**src/rtl/core/min_window_cover_finder_defines.svh**
```systemverilog
// ----------------------------------------------------------------------------
// min_window_cover_finder_defines.svh
// Assertion macros shared by the cover finder modules.
// ----------------------------------------------------------------------------
`ifndef MIN_WINDOW_COVER_FINDER_DEFINES_SVH
`define MIN_WINDOW_COVER_FINDER_DEFINES_SVH

// Same-cycle implication, checked on every rising edge out of reset.
`define MWCF_ASSERT_NOW(label, ante, cons, msg) \
    label: assert property (@(posedge clk) disable iff (!rst_n) (ante) |-> (cons)) \
        else $error(msg);

// Next-cycle implication, checked on every rising edge out of reset.
`define MWCF_ASSERT_NEXT(label, ante, cons, msg) \
    label: assert property (@(posedge clk) disable iff (!rst_n) (ante) |=> (cons)) \
        else $error(msg);

`endif

```
**src/rtl/core/mwcf_pkg.sv**
```systemverilog
// ----------------------------------------------------------------------------
// mwcf_pkg
// Sizes, operation word and status types of the minimum window cover finder.
// ----------------------------------------------------------------------------
package mwcf_pkg;

    localparam int MAX_TEXT    = 4096;
    localparam int MAX_PATTERN = 256;
    localparam int ALPHA       = 256;

    localparam int TEXT_IDX_W = $clog2(MAX_TEXT);
    localparam int TEXT_CNT_W = $clog2(MAX_TEXT + 1);
    localparam int PAT_CNT_W  = $clog2(MAX_PATTERN + 1);
    localparam int NEED_W     = TEXT_CNT_W;
    localparam int CH_W       = $clog2(ALPHA);

    localparam int QUEUE_DEPTH = 4;
    localparam int QPTR_W      = $clog2(QUEUE_DEPTH);
    localparam int QCNT_W      = $clog2(QUEUE_DEPTH + 1);

    // One queued operation for the back end
    typedef struct packed {
        logic            is_text;   // 0: pattern byte, 1: text byte
        logic            scan;      // text byte within capacity
        logic            last;      // ends the job
        logic            drop;      // job dropped bytes (valid with last)
        logic [CH_W-1:0] ch;
    } mwcf_op_t;

    // Head of the queue as seen by the back end
    typedef struct packed {
        logic     valid;
        mwcf_op_t op;
    } mwcf_head_t;

endpackage

```
**src/rtl/core/mwcf_queue.sv**
```systemverilog
// ----------------------------------------------------------------------------
// mwcf_queue
// Short FIFO of operations between the front and back ends.
// ----------------------------------------------------------------------------
`include "min_window_cover_finder_defines.svh"

module mwcf_queue
(
    input  logic                 clk,
    input  logic                 rst_n,
    input  logic                 push,
    input  mwcf_pkg::mwcf_op_t   push_op,
    output logic                 full,
    input  logic                 pop,
    output mwcf_pkg::mwcf_head_t head
);
    import mwcf_pkg::*;

    mwcf_op_t           slot_reg [QUEUE_DEPTH];
    logic [QPTR_W-1:0]  wr_ptr_reg, wr_ptr_next;
    logic [QPTR_W-1:0]  rd_ptr_reg, rd_ptr_next;
    logic [QCNT_W-1:0]  count_reg, count_next;
    logic               do_pop;

    assign full       = count_reg == QCNT_W'(QUEUE_DEPTH);
    assign head.valid = count_reg != '0;
    assign head.op    = slot_reg[rd_ptr_reg];
    assign do_pop     = pop && head.valid;

    always_comb
    begin
        wr_ptr_next = push ? wr_ptr_reg + 1'b1 : wr_ptr_reg;
        rd_ptr_next = do_pop ? rd_ptr_reg + 1'b1 : rd_ptr_reg;
        count_next  = count_reg;
        if (push && !do_pop)
        begin
            count_next = count_reg + 1'b1;
        end
        else if (!push && do_pop)
        begin
            count_next = count_reg - 1'b1;
        end
    end

    always_ff @(posedge clk)
    begin
        if (push)
        begin
            slot_reg[wr_ptr_reg] <= push_op;
        end
    end

    always_ff @(posedge clk or negedge rst_n)
    begin
        if (!rst_n)
        begin
            wr_ptr_reg <= '0;
            rd_ptr_reg <= '0;
            count_reg  <= '0;
        end
        else
        begin
            wr_ptr_reg <= wr_ptr_next;
            rd_ptr_reg <= rd_ptr_next;
            count_reg  <= count_next;
        end
    end

    `MWCF_ASSERT_NOW(a_q_no_overrun, push, !full, "queue written while full")
    `MWCF_ASSERT_NOW(a_q_count_range, 1'b1, count_reg <= QCNT_W'(QUEUE_DEPTH), "queue count out of range")

endmodule

```
**config.mk**
```make
export PLATFORM = sky130hd
export DESIGN_NAME = mwcf_queue
export DESIGN_NICKNAME = d
export VERILOG_FILES = /design/src/rtl/core/mwcf_pkg.sv /design/src/rtl/core/mwcf_queue.sv
export VERILOG_INCLUDE_DIRS = /design/src /design/src/rtl/core
export SDC_FILE = /design/constraint.sdc
export NUM_CORES = 1
export LEC_CHECK = 0
export BUFFER_PORTS_ARGS = -buffer_cell sky130_fd_sc_hd__buf_2
export CAP_MARGIN = 20
export CORE_MARGIN = 2
export CORE_UTILIZATION = 49
export DETAILED_ROUTE_END_ITERATION = 6
export PLACE_DENSITY = 0.76
export SYNTH_ARGS = -nofsm -noshare
export SYNTH_HDL_FRONTEND = slang
export SYNTH_SLANG_ARGS = --single-unit
```
**constraint.sdc**
```tcl
create_clock -name clk -period 2.3 [get_ports clk]
set_input_delay 0.23 -clock clk [delete_from_list [all_inputs] [get_ports clk]]
set_output_delay 0.23 -clock clk [all_outputs]
set_load 0.05 [all_outputs]
```
; ---- Word level (Yosys, flattened, before mapping)
; Memory sizes are Yosys's and may differ from the RTL's.
; Cells that the tools add are included.
[classes]
addsub = 4
eq_ne = 1
mux = 4
n_reduce_logical = 7
[ops]
columns = operator, n
row1 = two-way mux 3 bit, 2
row2 = adder 2 x 1 -> 2 bit (second input constant), 2
row3 = adder 3 x 1 -> 3 bit (second input constant), 1
row4 = == test 3 bit (second input constant), 1
row5 = logical AND 1 bit, 3
row6 = nonzero test 3 bit, 1
row7 = subtractor 3 x 1 -> 3 bit (second input constant), 1
row8 = logical NOT 1 bit, 2
row9 = two-way mux 1 bit, 2
row10 = nonzero test 2 bit, 1
[totals]
register_bits = 7
ram_bits = 48
input_bits = 16
out_inout_bits = 14
elab_cells = 20
memories = 1
[mem_list]
columns = name, depth, word_bits, read_ports, rd_ports_with_merged_regs, write_ports, line_no
row1 = slot_reg, 4, 12, 1, 0, 1, mwcf_queue.sv:19  ; mwcf_op_t slot_reg [QUEUE_DEPTH];

; ---- Longest topological paths before layout
[depth]
depth_word = 5
ltp_mapped = 8

; ---- Worst setup path after synthesis
; OpenSTA, ideal clock, no wires.
[synth_path]
path_type = register to register
start = register count_reg[0]
end = register count_reg[2]
setup_time_ns = 0.079
arrival_ns = 2.029
t_required_ns = 2.221
slack_ns = 0.192
stages_incl_launch_ff = 9
path_buffers = 0
path_cell_list = dfrtp_1 > or3_4 > nand2_1 > ha_1 > inv_1 > fa_1 > xor2_1 > nor2_1 > xor2_1
[synth_lines]
columns = item, line_no
row1 = "start, declared", mwcf_queue.sv:22  ; logic [QCNT_W-1:0] count_reg, count_next;
row2 = "start signal, assigned", mwcf_queue.sv:65  ; count_reg <= count_next;

; ---- Final worst setup path
[layout_path]
start = register count_reg[0]
end = register count_reg[2]
[layout_between]
elab_chain_len = 5
word_cells_on_any_way = 10
[layout_lines]
columns = item
row1 = "parallel branches: the longest is 5 deep, another holds subtractor 3 x 1 -> 3 bit"
; Parallel ways; which one is timed is not known. The select of a mux whose other input is x is not followed.
; A chain may end at the register's enable or synchronous reset.

==> impl_metrics.ini <==
[synth]
syn_inst = 97
syn_area_um2 = 2161
yosysSeqAreaShare_pct = 74.81
async_flop_share_pct = 12.73
yosysWarnings = 0
ys_ff_latch = 55
synth_enable_flop_cells = 48
syn_nets = 119
synth_cell_type_count = 20
syn_area_per_cell_um2 = 22.28
synth-main-ff-cell = edfxtp_1

[route]
avgRoutedWirePerCell_um = 16.99
drt.antenna.violating_nets = 0
viasPerCell = 5.319
drt_first_pass_iters = 4
drc = 0
drtIter0Drc = 54
vias = 984
wl_um = 3143

[power]
clkPwrFrac_pct = 18.2
p_int_mw = 2.104
swShare_pct = 38.59
vdd_drop_max_v = 0.0006854
seqPwrFrac_pct = 42.8
p_comb_share_pct = 39.0
p_per_area_nw_per_um2 = 1389
power.leakage_nw = 0.9025
p_sw_mw = 1.322

[clocking]
cts-root-buf = clkbuf_8
cts_made_buffers = 5
clock-sinks = 55
path_clk_slew_ns = 0.10
cts_tree = done
cts_max_level = 2
post_cts_resized = 0
clock_latency_ns = 0.30
clockBufferDepth = 2

[timing]
fin_tns_setup_ns = 0
post-route-min-period_ns = 2.123
slew_viol_final = 0
setup_slack_ns = 0.1773
max_slew.worst_pin.slew_ns = 0.6439
skew_ns = 0.01035
post-route-period-util_pct = 92.29
fmax_mhz = 471.1
hold_viol_final = 0
setup_viol = 0
maxSlewHeadroom_pct = 57.07
rsz0062_at_grt = false

[global_route]
track_usage_pct = 13.49
grt.overflow.total = 0
grt_pass1_wl_um = 4947
grt_pass1_vias = 1036
antenna_found_initial = 0
grt_max_degree = 19

[floorplanning]
die_w_um = 70.41
core.rowCount = 24
start_util_pct = 50.32
num_io_pins = 30
die_h_um = 70.41
die_area_um2 = 4957
core_area_um2 = 4294

[setup_path]
slowest_stage = dfrtp_1
path_class = reg -> reg
cpMostUsedCell = xor2_1
critPathLaunchType = flop
cp_max_fo = 4
critPathCaptureType = flop
path_cells = or3_4, nand2_1, ha_1, inv_1, fa_1, xor2_1, nor2_1, xor2_1
max_stage_delay_ns = 0.45
required_ns = 2.52
critPathArrivalTime_ns = 2.35

[worst_hold_path]
worst_hold_path_type = in -> reg

[run]
maxCapViolations = 0

[final_layout]
antenna_cells = 0
design_area_um2 = 2467
fin_nets = 154
drive_above_1_share_pct = 36.09
final_cell_mix = edfxtp_1, buf_2, mux4_2
area_growth_pct = 14.19
mostFrequentLayoutCell = edfxtp_1
largest_register_ffs = 48

[placement]
port_buffers = 29
gp_congestion = 0.7427
dpl_worst_slack_ns = 0.1973
dp_hpwl_um = 2124
dpl_cell_area_um2 = 2342

[status]
status = complete, no violations
-- worst paths after layout --
kind / depth (start not counted) / slack, ns / startpoint / end
max: 8 / 0.18 / count_reg[0] / count_reg[2]
min: 1 / 0.14 / push_op[3] / slot_reg[2][3]
max reg2reg: 8 / 0.18 / count_reg[0] / count_reg[2]
min reg2reg: 1 / 0.50 / count_reg[2] / count_reg[2]
max in group asynchronous: 2 / 1.86 / rst_n / wr_ptr_reg[1]
min in group asynchronous: 2 / 0.29 / rst_n / count_reg[1]
-- cell usage after synthesis, types with 2 or more instances --
master / n / area share [%]
xnor2_1: 3 / 1.2
and2_1: 4 / 1.2
ha_1: 5 / 2.9
mux4_1: 4 / 4.9
inv_1: 3 / 0.52
xor2_1: 3 / 1.2
nand2_1: 2 / 0.35
edfxtp_1: 48 / 67
mux4_2: 8 / 8.3
dfrtp_1: 7 / 8.1
-- cells by family (layout without fill, tap and decap cells) --
| kind of cell | count (synthesis) | count (layout) | share of synthesized area [%] |
|---|---|---|---|
| buffers and inverters | 6 | 42 | 2.200 |
| AOI/OAI and AO/OA | 1 | 1 | 0.2314 |
| muxes | 13 | 13 | 13.72 |
| and+or+nand+nor | 10 | 10 | 2.779 |
| adders and majority gates | 6 | 6 | 3.822 |
| DFF | 55 | 55 | 74.81 |
| xor gates and xnor gates | 6 | 6 | 2.432 |
-- power groups by stage --
stage	Combinational, mW	Sequential [mW]	Clock (mW)
finish	1.34	1.47	0.624
global route	1.42	1.49	0.670
CTS	1.36	1.47	0.639
detailed placement	1.35	1.49	0
global placement	1.33	1.47	0
floorplan	1.18	1.42	0
-- routing by layer --
metal	vias up	track usage, %	share of wire, %
met3	2	4.329	5.1
met5	-	0	0
li1	454	-	-
met1	501	15.86	41
met4	0	5.128	0.86
met2	27	23.06	54
-- stage by stage --
stage / util [%] / total power, mW / std cells / hold WS, ns
finish: 57.46 / 3.427 / 185 / 0.1351
global placement: 54.55 / 2.802 / 176 / 0.06612
detailed placement: 54.55 / 2.843 / 176 / 0.07258
floorplan: - / 2.598 / 97 / -0.06559
global route: 57.46 / 3.579 / 185 / 0.1220
CTS: 57.46 / 3.467 / 185 / 0.1258
-- what timing repair did --
| action | 4_1_cts | 5_1_grt |
|---|---|---|
| hold buffers | 1 | 0 |
| endpoints found under the setup margin | 0 | 0 |
| buffers inserted | 0 | 0 |
| endpoints found under the hold margin | 7 | 0 |
-- worst max-delay path, delay by kind of cell, from the launching register on --
kind	cells	cell delay, ns
flops	1	0.45
fa+ha+maj	2	0.57
xor+xnor	2	0.32
buf+inv	1	0.06
simple gates	3	0.65
-- final cells by class --
class,instances,area (um2)
Clock buffer,5,68.82
Clock inverter,3,46.29
Fill cell,321,1827
Inverter,3,11.26
Multi-Input combinational cell,36,496.7
Sequential cell,55,1617
Tap cell,52,65.06
Timing Repair Buffer,31,162.7
Note: power is estimated with default switching activity, not from simulation.
