$ cat config.mk
export PLATFORM = sky130hd
export DESIGN_NAME = mwcf_front_flat
export DESIGN_NICKNAME = d
export VERILOG_FILES = /design/src/rtl/core/min_window_cover_finder_defines.svh /design/src/rtl/core/mwcf_pkg.sv /design/src/rtl/core/mwcf_item_if.sv /design/src/rtl/core/mwcf_front.sv /design/src/flat_wrapper.sv
export SDC_FILE = /design/constraint.sdc
export NUM_CORES = 1
export LEC_CHECK = 0
export ABC_CLOCK_PERIOD_IN_PS = 2670
export BUFFER_PORTS_ARGS = -buffer_cell sky130_fd_sc_hd__clkbuf_2
export CAP_MARGIN = 20
export CELL_PAD_IN_SITES_DETAIL_PLACEMENT = 0
export CELL_PAD_IN_SITES_GLOBAL_PLACEMENT = 2
export CORE_UTILIZATION = 33
export DETAILED_ROUTE_END_ITERATION = 10
export PLACE_DENSITY = 0.88
export SLEW_MARGIN = 40
export SYNTH_ARGS = -nofsm -noshare
export SYNTH_HDL_FRONTEND = slang
export SYNTH_SLANG_ARGS = --single-unit
$ cat constraint.sdc
create_clock -name clk -period 2.67 [get_ports clk]
set_clock_uncertainty 0.05 [all_clocks]
set_input_delay 0.4005 -clock clk [delete_from_list [all_inputs] [get_ports clk]]
set_output_delay 0.4005 -clock clk [all_outputs]
set_load 0.005 [all_outputs]
$ cat src/rtl/core/min_window_cover_finder_defines.svh
// ----------------------------------------------------------------------------
// min_window_cover_finder_defines.svh
// Assertion macros shared by the cover finder modules.
// ----------------------------------------------------------------------------
`ifndef MIN_WINDOW_COVER_FINDER_DEFINES_SVH
`define MIN_WINDOW_COVER_FINDER_DEFINES_SVH

// Same-cycle implication, checked on every rising edge out of reset.
`define MWCF_ASSERT_NOW(label, ante, cons, msg) \
    label: assert property (@(posedge clk) disable iff (!rst_n) (ante) |-> (cons)) \
        else $error(msg);

// Next-cycle implication, checked on every rising edge out of reset.
`define MWCF_ASSERT_NEXT(label, ante, cons, msg) \
    label: assert property (@(posedge clk) disable iff (!rst_n) (ante) |=> (cons)) \
        else $error(msg);

`endif

$ cat src/rtl/core/mwcf_pkg.sv
// ----------------------------------------------------------------------------
// mwcf_pkg
// Sizes, operation word and status types of the minimum window cover finder.
// ----------------------------------------------------------------------------
package mwcf_pkg;

    localparam int MAX_TEXT    = 4096;
    localparam int MAX_PATTERN = 256;
    localparam int ALPHA       = 256;

    localparam int TEXT_IDX_W = $clog2(MAX_TEXT);
    localparam int TEXT_CNT_W = $clog2(MAX_TEXT + 1);
    localparam int PAT_CNT_W  = $clog2(MAX_PATTERN + 1);
    localparam int NEED_W     = TEXT_CNT_W;
    localparam int CH_W       = $clog2(ALPHA);

    localparam int QUEUE_DEPTH = 4;
    localparam int QPTR_W      = $clog2(QUEUE_DEPTH);
    localparam int QCNT_W      = $clog2(QUEUE_DEPTH + 1);

    // One queued operation for the back end
    typedef struct packed {
        logic            is_text;   // 0: pattern byte, 1: text byte
        logic            scan;      // text byte within capacity
        logic            last;      // ends the job
        logic            drop;      // job dropped bytes (valid with last)
        logic [CH_W-1:0] ch;
    } mwcf_op_t;

    // Head of the queue as seen by the back end
    typedef struct packed {
        logic     valid;
        mwcf_op_t op;
    } mwcf_head_t;

endpackage

$ cat src/rtl/core/mwcf_item_if.sv
// ----------------------------------------------------------------------------
// mwcf_item_if
// Valid/ready channels: input words and result words.
// ----------------------------------------------------------------------------
interface mwcf_item_if;
    logic                        valid;
    logic                        ready;
    logic                        func;
    logic [mwcf_pkg::CH_W-1:0]   ch;
    logic                        last;

    modport source (output valid, output func, output ch, output last, input ready);
    modport sink   (input valid, input func, input ch, input last, output ready);
endinterface


$ cat src/rtl/core/mwcf_front.sv
// ----------------------------------------------------------------------------
// mwcf_front
// Accept input words, apply capacity limits and queue operations.
// ----------------------------------------------------------------------------
module mwcf_front
(
    input  logic               clk,
    input  logic               rst_n,
    mwcf_item_if.sink          item,
    input  logic               q_full,
    output logic               q_push,
    output mwcf_pkg::mwcf_op_t q_op
);
    import mwcf_pkg::*;

    logic [PAT_CNT_W-1:0]  pat_cnt_reg, pat_cnt_next;
    logic [TEXT_CNT_W-1:0] txt_cnt_reg, txt_cnt_next;
    logic                  drop_reg, drop_next;
    logic                  accept;

    assign item.ready = !q_full;
    assign accept     = item.valid && item.ready;

    always_comb
    begin
        pat_cnt_next = pat_cnt_reg;
        txt_cnt_next = txt_cnt_reg;
        drop_next    = drop_reg;
        q_push       = 1'b0;
        q_op         = '0;
        q_op.ch      = item.ch;
        q_op.is_text = item.func;
        q_op.last    = item.last;
        if (accept)
        begin
            if (!item.func)
            begin
                // late pattern bytes are dropped silently
                q_op.last = 1'b0;
                if (txt_cnt_reg == '0)
                begin
                    if (pat_cnt_reg < PAT_CNT_W'(MAX_PATTERN))
                    begin
                        q_push       = 1'b1;
                        pat_cnt_next = pat_cnt_reg + 1'b1;
                    end
                    else
                    begin
                        drop_next = 1'b1;
                    end
                end
            end
            else
            begin
                q_op.scan = txt_cnt_reg < TEXT_CNT_W'(MAX_TEXT);
                if (q_op.scan)
                begin
                    txt_cnt_next = txt_cnt_reg + 1'b1;
                end
                else
                begin
                    drop_next = 1'b1;
                end
                q_op.drop = drop_next;
                q_push    = q_op.scan || item.last;
                if (item.last)
                begin
                    pat_cnt_next = '0;
                    txt_cnt_next = '0;
                    drop_next    = 1'b0;
                end
            end
        end
    end

    always_ff @(posedge clk or negedge rst_n)
    begin
        if (!rst_n)
        begin
            pat_cnt_reg <= '0;
            txt_cnt_reg <= '0;
            drop_reg    <= 1'b0;
        end
        else
        begin
            pat_cnt_reg <= pat_cnt_next;
            txt_cnt_reg <= txt_cnt_next;
            drop_reg    <= drop_next;
        end
    end

endmodule

$ cat src/flat_wrapper.sv
// flat-port wrapper written by rule: the top's interface ports become plain ports
module mwcf_front_flat import mwcf_pkg::*;
  (clk, rst_n, q_full, q_push, q_op, item_valid, item_func, item_ch, item_last, item_ready);
  mwcf_item_if item_i ();
  input  logic clk;
  input  logic rst_n;
  input  logic q_full;
  output logic q_push;
  output mwcf_pkg::mwcf_op_t q_op;
  input wire logic [$bits(item_i.valid)-1:0] item_valid;
  input wire logic [$bits(item_i.func)-1:0] item_func;
  input wire logic [$bits(item_i.ch)-1:0] item_ch;
  input wire logic [$bits(item_i.last)-1:0] item_last;
  output wire logic [$bits(item_i.ready)-1:0] item_ready;
  assign item_i.valid = item_valid;
  assign item_i.func = item_func;
  assign item_i.ch = item_ch;
  assign item_i.last = item_last;
  assign item_ready = item_i.ready;
  mwcf_front u_core (.clk(clk), .rst_n(rst_n), .item(item_i), .q_full(q_full), .q_push(q_push), .q_op(q_op));
endmodule
## Word level (Yosys, flattened, before mapping)

Index checks and enable logic that the tools add are counted.

| storage, ports and cells | value |
|---|---|
| memory bits (writable) | 0 |
| register bits after elaboration | 23 |
| output and inout bits | 14 |
| bits in latches | 0 |
| input bits | 14 |
| memories kept | 0 |
| memory bits (read-only) | 0 |
| word-level logic and storage cells | 38 |

| operators by class | value |
|---|---|
| equality and inequality tests | 2 |
| reduce and logical (&&, ||, !) cells | 10 |
| shift-type cells | 0 |
| div/mod/pow operators | 0 |
| $add $sub $neg | 2 |
| bitwise gates (word level) | 0 |
| muxes and demuxes | 19 |
| $mul | 0 |
| magnitude comparators | 2 |

Operators with widths:

| cell | number |
|---|---|
| 2-to-1 mux 9 bit | 4 |
| 2-to-1 mux 13 bit | 2 |
| adder 13 x 1 -> 13 bit (second input constant) | 1 |
| logical NOT 13 bit | 1 |
| less-than comparator 13 bit (second input constant) | 1 |
| 2-to-1 mux 1 bit | 12 |
| adder 9 x 1 -> 9 bit (second input constant) | 1 |
| less-than comparator 9 bit (second input constant) | 1 |
| AND reduction 3 bit | 2 |
| nonzero test 2 bit | 3 |
| AND reduction 4 bit | 1 |
| 2-to-1 mux 3 bit | 1 |
| != test 2 x 1 -> 1 bit (second input constant) | 1 |
| != test 2 bit (second input constant) | 1 |
| logical AND 1 bit | 1 |
| logical NOT 1 bit | 1 |
| logical OR 1 bit | 1 |

## Longest topological paths before layout

| depth | value |
|---|---|
| depth in word-level cells | 5 |
| depth in mapped cells | 7 |
| gate-level depth less buffers | 6 |

## Worst setup path before layout

OpenSTA, ideal clock, no wires.

| timing path | value |
|---|---|
| path kind | flip-flop to flip-flop |
| start point | reg u_core.txt_cnt_reg[12] |
| end point | reg u_core.pat_cnt_reg[0] |
| slack | 0.459 ns |
| library setup time | 0.125 ns |
| stages on the path, launching flop included | 7 |
| arrival | 2.036 ns |
| data required time | 2.495 ns |
| period minus slack after synthesis | 2.211 ns |
| path buffers | 2 |
| cells stage by stage | dfrtp_1 -> buf_6 -> or4_4 -> nor4_4 -> nand2b_1 -> buf_6 -> mux2_4 |

| on the way | value |
|---|---|
| longest elaborated chain between the ends | 3 |

RTL lines:

| item | RTL line | source |
|---|---|---|
| from (decl) | mwcf_front.sv:17 | `logic [TEXT_CNT_W-1:0] txt_cnt_reg, txt_cnt_next;` |
| from (signal assigned) | mwcf_front.sv:87 | `txt_cnt_reg <= txt_cnt_next;` |
| logical NOT 13 bit | mwcf_front.sv:40 | `if (txt_cnt_reg == '0)` |
| nonzero test 2 bit (no source line) | - |  |
| AND reduction 4 bit (no source line) | - |  |
| to (signal assigned) | mwcf_front.sv:86 | `pat_cnt_reg <= pat_cnt_next;` |
| to (decl) | mwcf_front.sv:16 | `logic [PAT_CNT_W-1:0] pat_cnt_reg, pat_cnt_next;` |

Every way passes these cells.
A chain may end at the register's enable or synchronous reset.

## Worst setup path in the final report

| timing path | value |
|---|---|
| start point | reg u_core.txt_cnt_reg[12] |
| end point | out q_push |

| on the way | value |
|---|---|
| longest elaborated chain between the ends | 4 |
| elaborated cells between the ends (all ways) | 6 |
| those cells by class | order compare: 1; mux: 3; reduce/logical: 2 |

RTL lines:

| item | RTL line | source |
|---|---|---|
| less-than comparator 13 bit or logical NOT 13 bit (tied branches) | mwcf_front.sv:55, mwcf_front.sv:40 |  |
| logical OR 1 bit or 2-to-1 mux 1 bit (tied branches) | mwcf_front.sv:65, mwcf_front.sv:40 |  |
| 2-to-1 mux 1 bit * | mwcf_front.sv:36 | `if (!item.func)` |
| 2-to-1 mux 1 bit * | mwcf_front.sv:34 | `if (accept)` |
| to (decl) | flat_wrapper.sv:8 | `output logic q_push;` |

Mark *: on every way between the ends. The rest lies on a longest branch, timed or not.

==> results.json <==
{
  "avgRoutedWirePerCell_um": 13.9,
  "antenna_cells": 0,
  "drc": 0,
  "worstSetupEndpoint": "q_push",
  "critPathKind": "flop to output port",
  "clockBufferDepth": 2,
  "cts-root-buf": "clkbuf_8",
  "finalCritPeriodShare_pct": 88.0,
  "switching_power_uw": 218,
  "relSlewSlack_pct": 61.8,
  "path_max_fanout": 9,
  "postCtsResizedCells": 0,
  "synth_edf_count": 0,
  "rr_endpoint": "u_core.pat_cnt_reg[0]",
  "viasPerCell": 5.20,
  "synthFlopType": "dfrtp_1",
  "setup_viol": 0,
  "dr.pass1.iters": 3,
  "period_needed_ns": 2.35,
  "fmax_mhz": 426,
  "vias": 1056,
  "dieArea_um2": 4460,
  "max_stage_delay_ns": 0.60,
  "cts_setup_buffers": 0,
  "register_area_um2": 576,
  "placed_area_um2": 1420,
  "cp-start-kind": "flop",
  "htreeDepth": 1,
  "multiInputGateArea_um2": 678,
  "outcome": "finished clean",
  "cellLeakagePower_nw": 0.637,
  "cp.required_ns": 2.22,
  "p_int_uw": 554,
  "hold_viol_final": 0,
  "die_x_um": 66.8,
  "route.met3.wl_um": 74,
  "combPwrFrac_pct": 17.7,
  "cts_buffers": 3,
  "drive_gt1_share_pct": 15.7,
  "p_per_area_nw_per_um2": 528,
  "r2r_start": "u_core.txt_cnt_reg[12]",
  "grt_pass1_wl_mm": 4.80,
  "portBuffers": 11,
  "wl_met2_mm": 1.41,
  "rr_worst_depth": 4,
  "avgSynthCellArea_um2": 9.30,
  "startpoint": "u_core.txt_cnt_reg[12]",
  "arrival_ns": 1.90,
  "holdBufCountCts": 0,
  "yosys.cell_types.count": 40,
  "initial_core_util_pct": 34.4,
  "fin_tns_setup_ns": 0,
  "yosys_register_bits": 23,
  "grtUsageTotal_pct": 14.5,
  "seq_power_share_pct": 54.9,
  "highest_layer": "met4",
  "p_sw_share_pct": 28.3,
  "grt_max_degree": 24,
  "clk_pin_slew_ns": 0.08,
  "drt-initial-drc-count": 51,
  "synth_area_um2": 1390,
  "ios": 28,
  "vdd_drop_max_uv": 285,
  "pre_cts_ws_ns": 0.401,
  "clk-insertion-delay-late_ns": 0.26,
  "crit_slowest_cell": "or4_4",
  "setup.worst_path.end_class": "output port",
  "first_global_vias": 1043,
  "rows": 23,
  "path_delay_family": "simple AND/OR/NAND/NOR gates",
  "clkPwrFrac_pct": 27.5,
  "core_area_um2": 4030,
  "largest_register_ff_count": 13,
  "async_reset_ff_share_pct": 100,
  "rsz0062_at_grt": "false",
  "min_path_type": "input pin to asynchronous set/reset pin",
  "cap_violations": 0,
  "max_slew.worst_pin.slew_ns": 0.574,
  "path_cells": "or4_4 -> nor4_4 -> a21o_2 -> clkbuf_2",
  "ys_warn_count": 0,
  "tritoncts": "built",
  "slew_violations": 0,
  "path_buf_inv": 1,
  "final_nets": 171,
  "die_y_um": 66.8,
  "stdcell_area_um2": 1460,
  "setup_ws_ns": 0.321,
  "wl_met1_mm": 1.32,
  "rrSetupSlack_ns": 0.55,
  "globalRouteOverflowTotal": 0,
  "dp.final_hpwl_mm": 2.13,
  "antenna_found_initial": 0,
  "nFillCells": 425,
  "gp_congestion": 0.807,
  "clock-sinks": 23,
  "path_depth": 4,
  "yosysSeqAreaShare_pct": 41.6,
  "synth.net_count": 166,
  "synthCells": 149,
  "syn2layout_area_growth_pct": 5.51,
  "wl_mm": 2.83,
  "antenna_left": 0
}
## synthesized netlist by cell type (2+ instances only)
master    number  area (µm²)
a31oi_1        2        12.5
a41oi_1        2        17.5
a21oi_1       16        80.1
o21ai_0        6        30.0
nand2_1       11        41.3
buf_4          9        67.6
nand3b_1       2        15.0
or4b_1         2        20.0
buf_6          3        33.8
o21a_1         5        37.5
xnor2_1        3        26.3
dfrtp_1       23         576
nand3_1        6        30.0
clkbuf_1       2        7.51
nor2_1        11        41.3
mux2_4         2        30.0
a21o_1         2        15.0
inv_1          6        22.5
or3_1          5        31.3
nand4_1        2        12.5
nor3_1         3        15.0
ha_1           3        37.5
nor4_1         3        18.8
nand2b_1       4        25.0
## metrics by stage
stage / instances / hold slack (ns) / util (%) / power (mW)
detailed placement: 199 / 0.369 / 35.2 / 0.567
floorplan: 149 / 0.0549 / - / 0.530
CTS: 203 / 0.0788 / 36.3 / 0.783
global route: 203 / 0.109 / 36.3 / 0.822
global placement: 199 / 0.361 / 35.2 / 0.558
finish: 203 / 0.0643 / 36.3 / 0.772
## worst min-delay path by stage
stage,to,slack [ns],cells after the start
2_1_floorplan,u_core.drop_reg,0.05,0
3_3_place_gp,u_core.pat_cnt_reg[3],0.36,1
3_5_place_dp,u_core.pat_cnt_reg[4],0.37,1
4_1_cts,u_core.pat_cnt_reg[4],0.08,1
5_1_grt,u_core.pat_cnt_reg[2],0.11,1
6_report,u_core.pat_cnt_reg[4],0.06,1
## cells in the final DEF, fill, tap and decap left out, types with 2 or more instances in the layout
cell type  netlist  routed
dfrtp_1         23      23
a21oi_1         16      16
nand2_1         11      11
nor2_1          11      11
clkbuf_2         0      11
inv_1            6       6
nand3_1          6       6
o21ai_0          6       6
o21a_1           5       5
or3_1            5       5
nand2b_1         4       4
xnor2_1          3       3
nor4_1           3       3
nor3_1           3       3
ha_1             3       3
clkbuf_8         0       3
buf_4            9       3
nand3b_1         2       2
or4b_1           2       2
a41oi_1          2       2
a31oi_1          2       2
mux2_4           2       2
nand4_1          2       2
a21o_1           2       2
## layer usage
layer / vias up / global-route usage, %
met5: - / 0
met1: 512 / 18.9
met3: 2 / 4.45
met4: 0 / 3.19
met2: 9 / 23.4
li1: 533 / -
## cell type report
type	instances	share of cell area (%)
Clock buffer	4	3.08
Inverter	6	1.54
Multi-Input combinational cell	106	46.4
Sequential cell	23	39.4
Tap cell	50	4.28
Timing Repair Buffer	14	5.31
## power by group through the flow
| stage | logic, mW | registers (mW) | clock network, mW |
|---|---|---|---|
| final | 0.136 | 0.424 | 0.212 |
| after global routing | 0.157 | 0.430 | 0.235 |
| after CTS | 0.138 | 0.422 | 0.222 |
| after detailed placement | 0.138 | 0.429 | 0 |
| after global placement | 0.131 | 0.427 | 0 |
| after floorplan | 0.111 | 0.419 | 0 |
## kinds of logic after synthesis
group	Yosys count	synth area share, %
compound gates	38	16.7
xor+xnor	4	2.53
fa+ha+maj	3	2.71
buf+inv	20	9.48
flops	23	41.6
mux	2	2.17
simple gates	59	24.8
No activity file was read; power rests on OpenSTA's default activity.
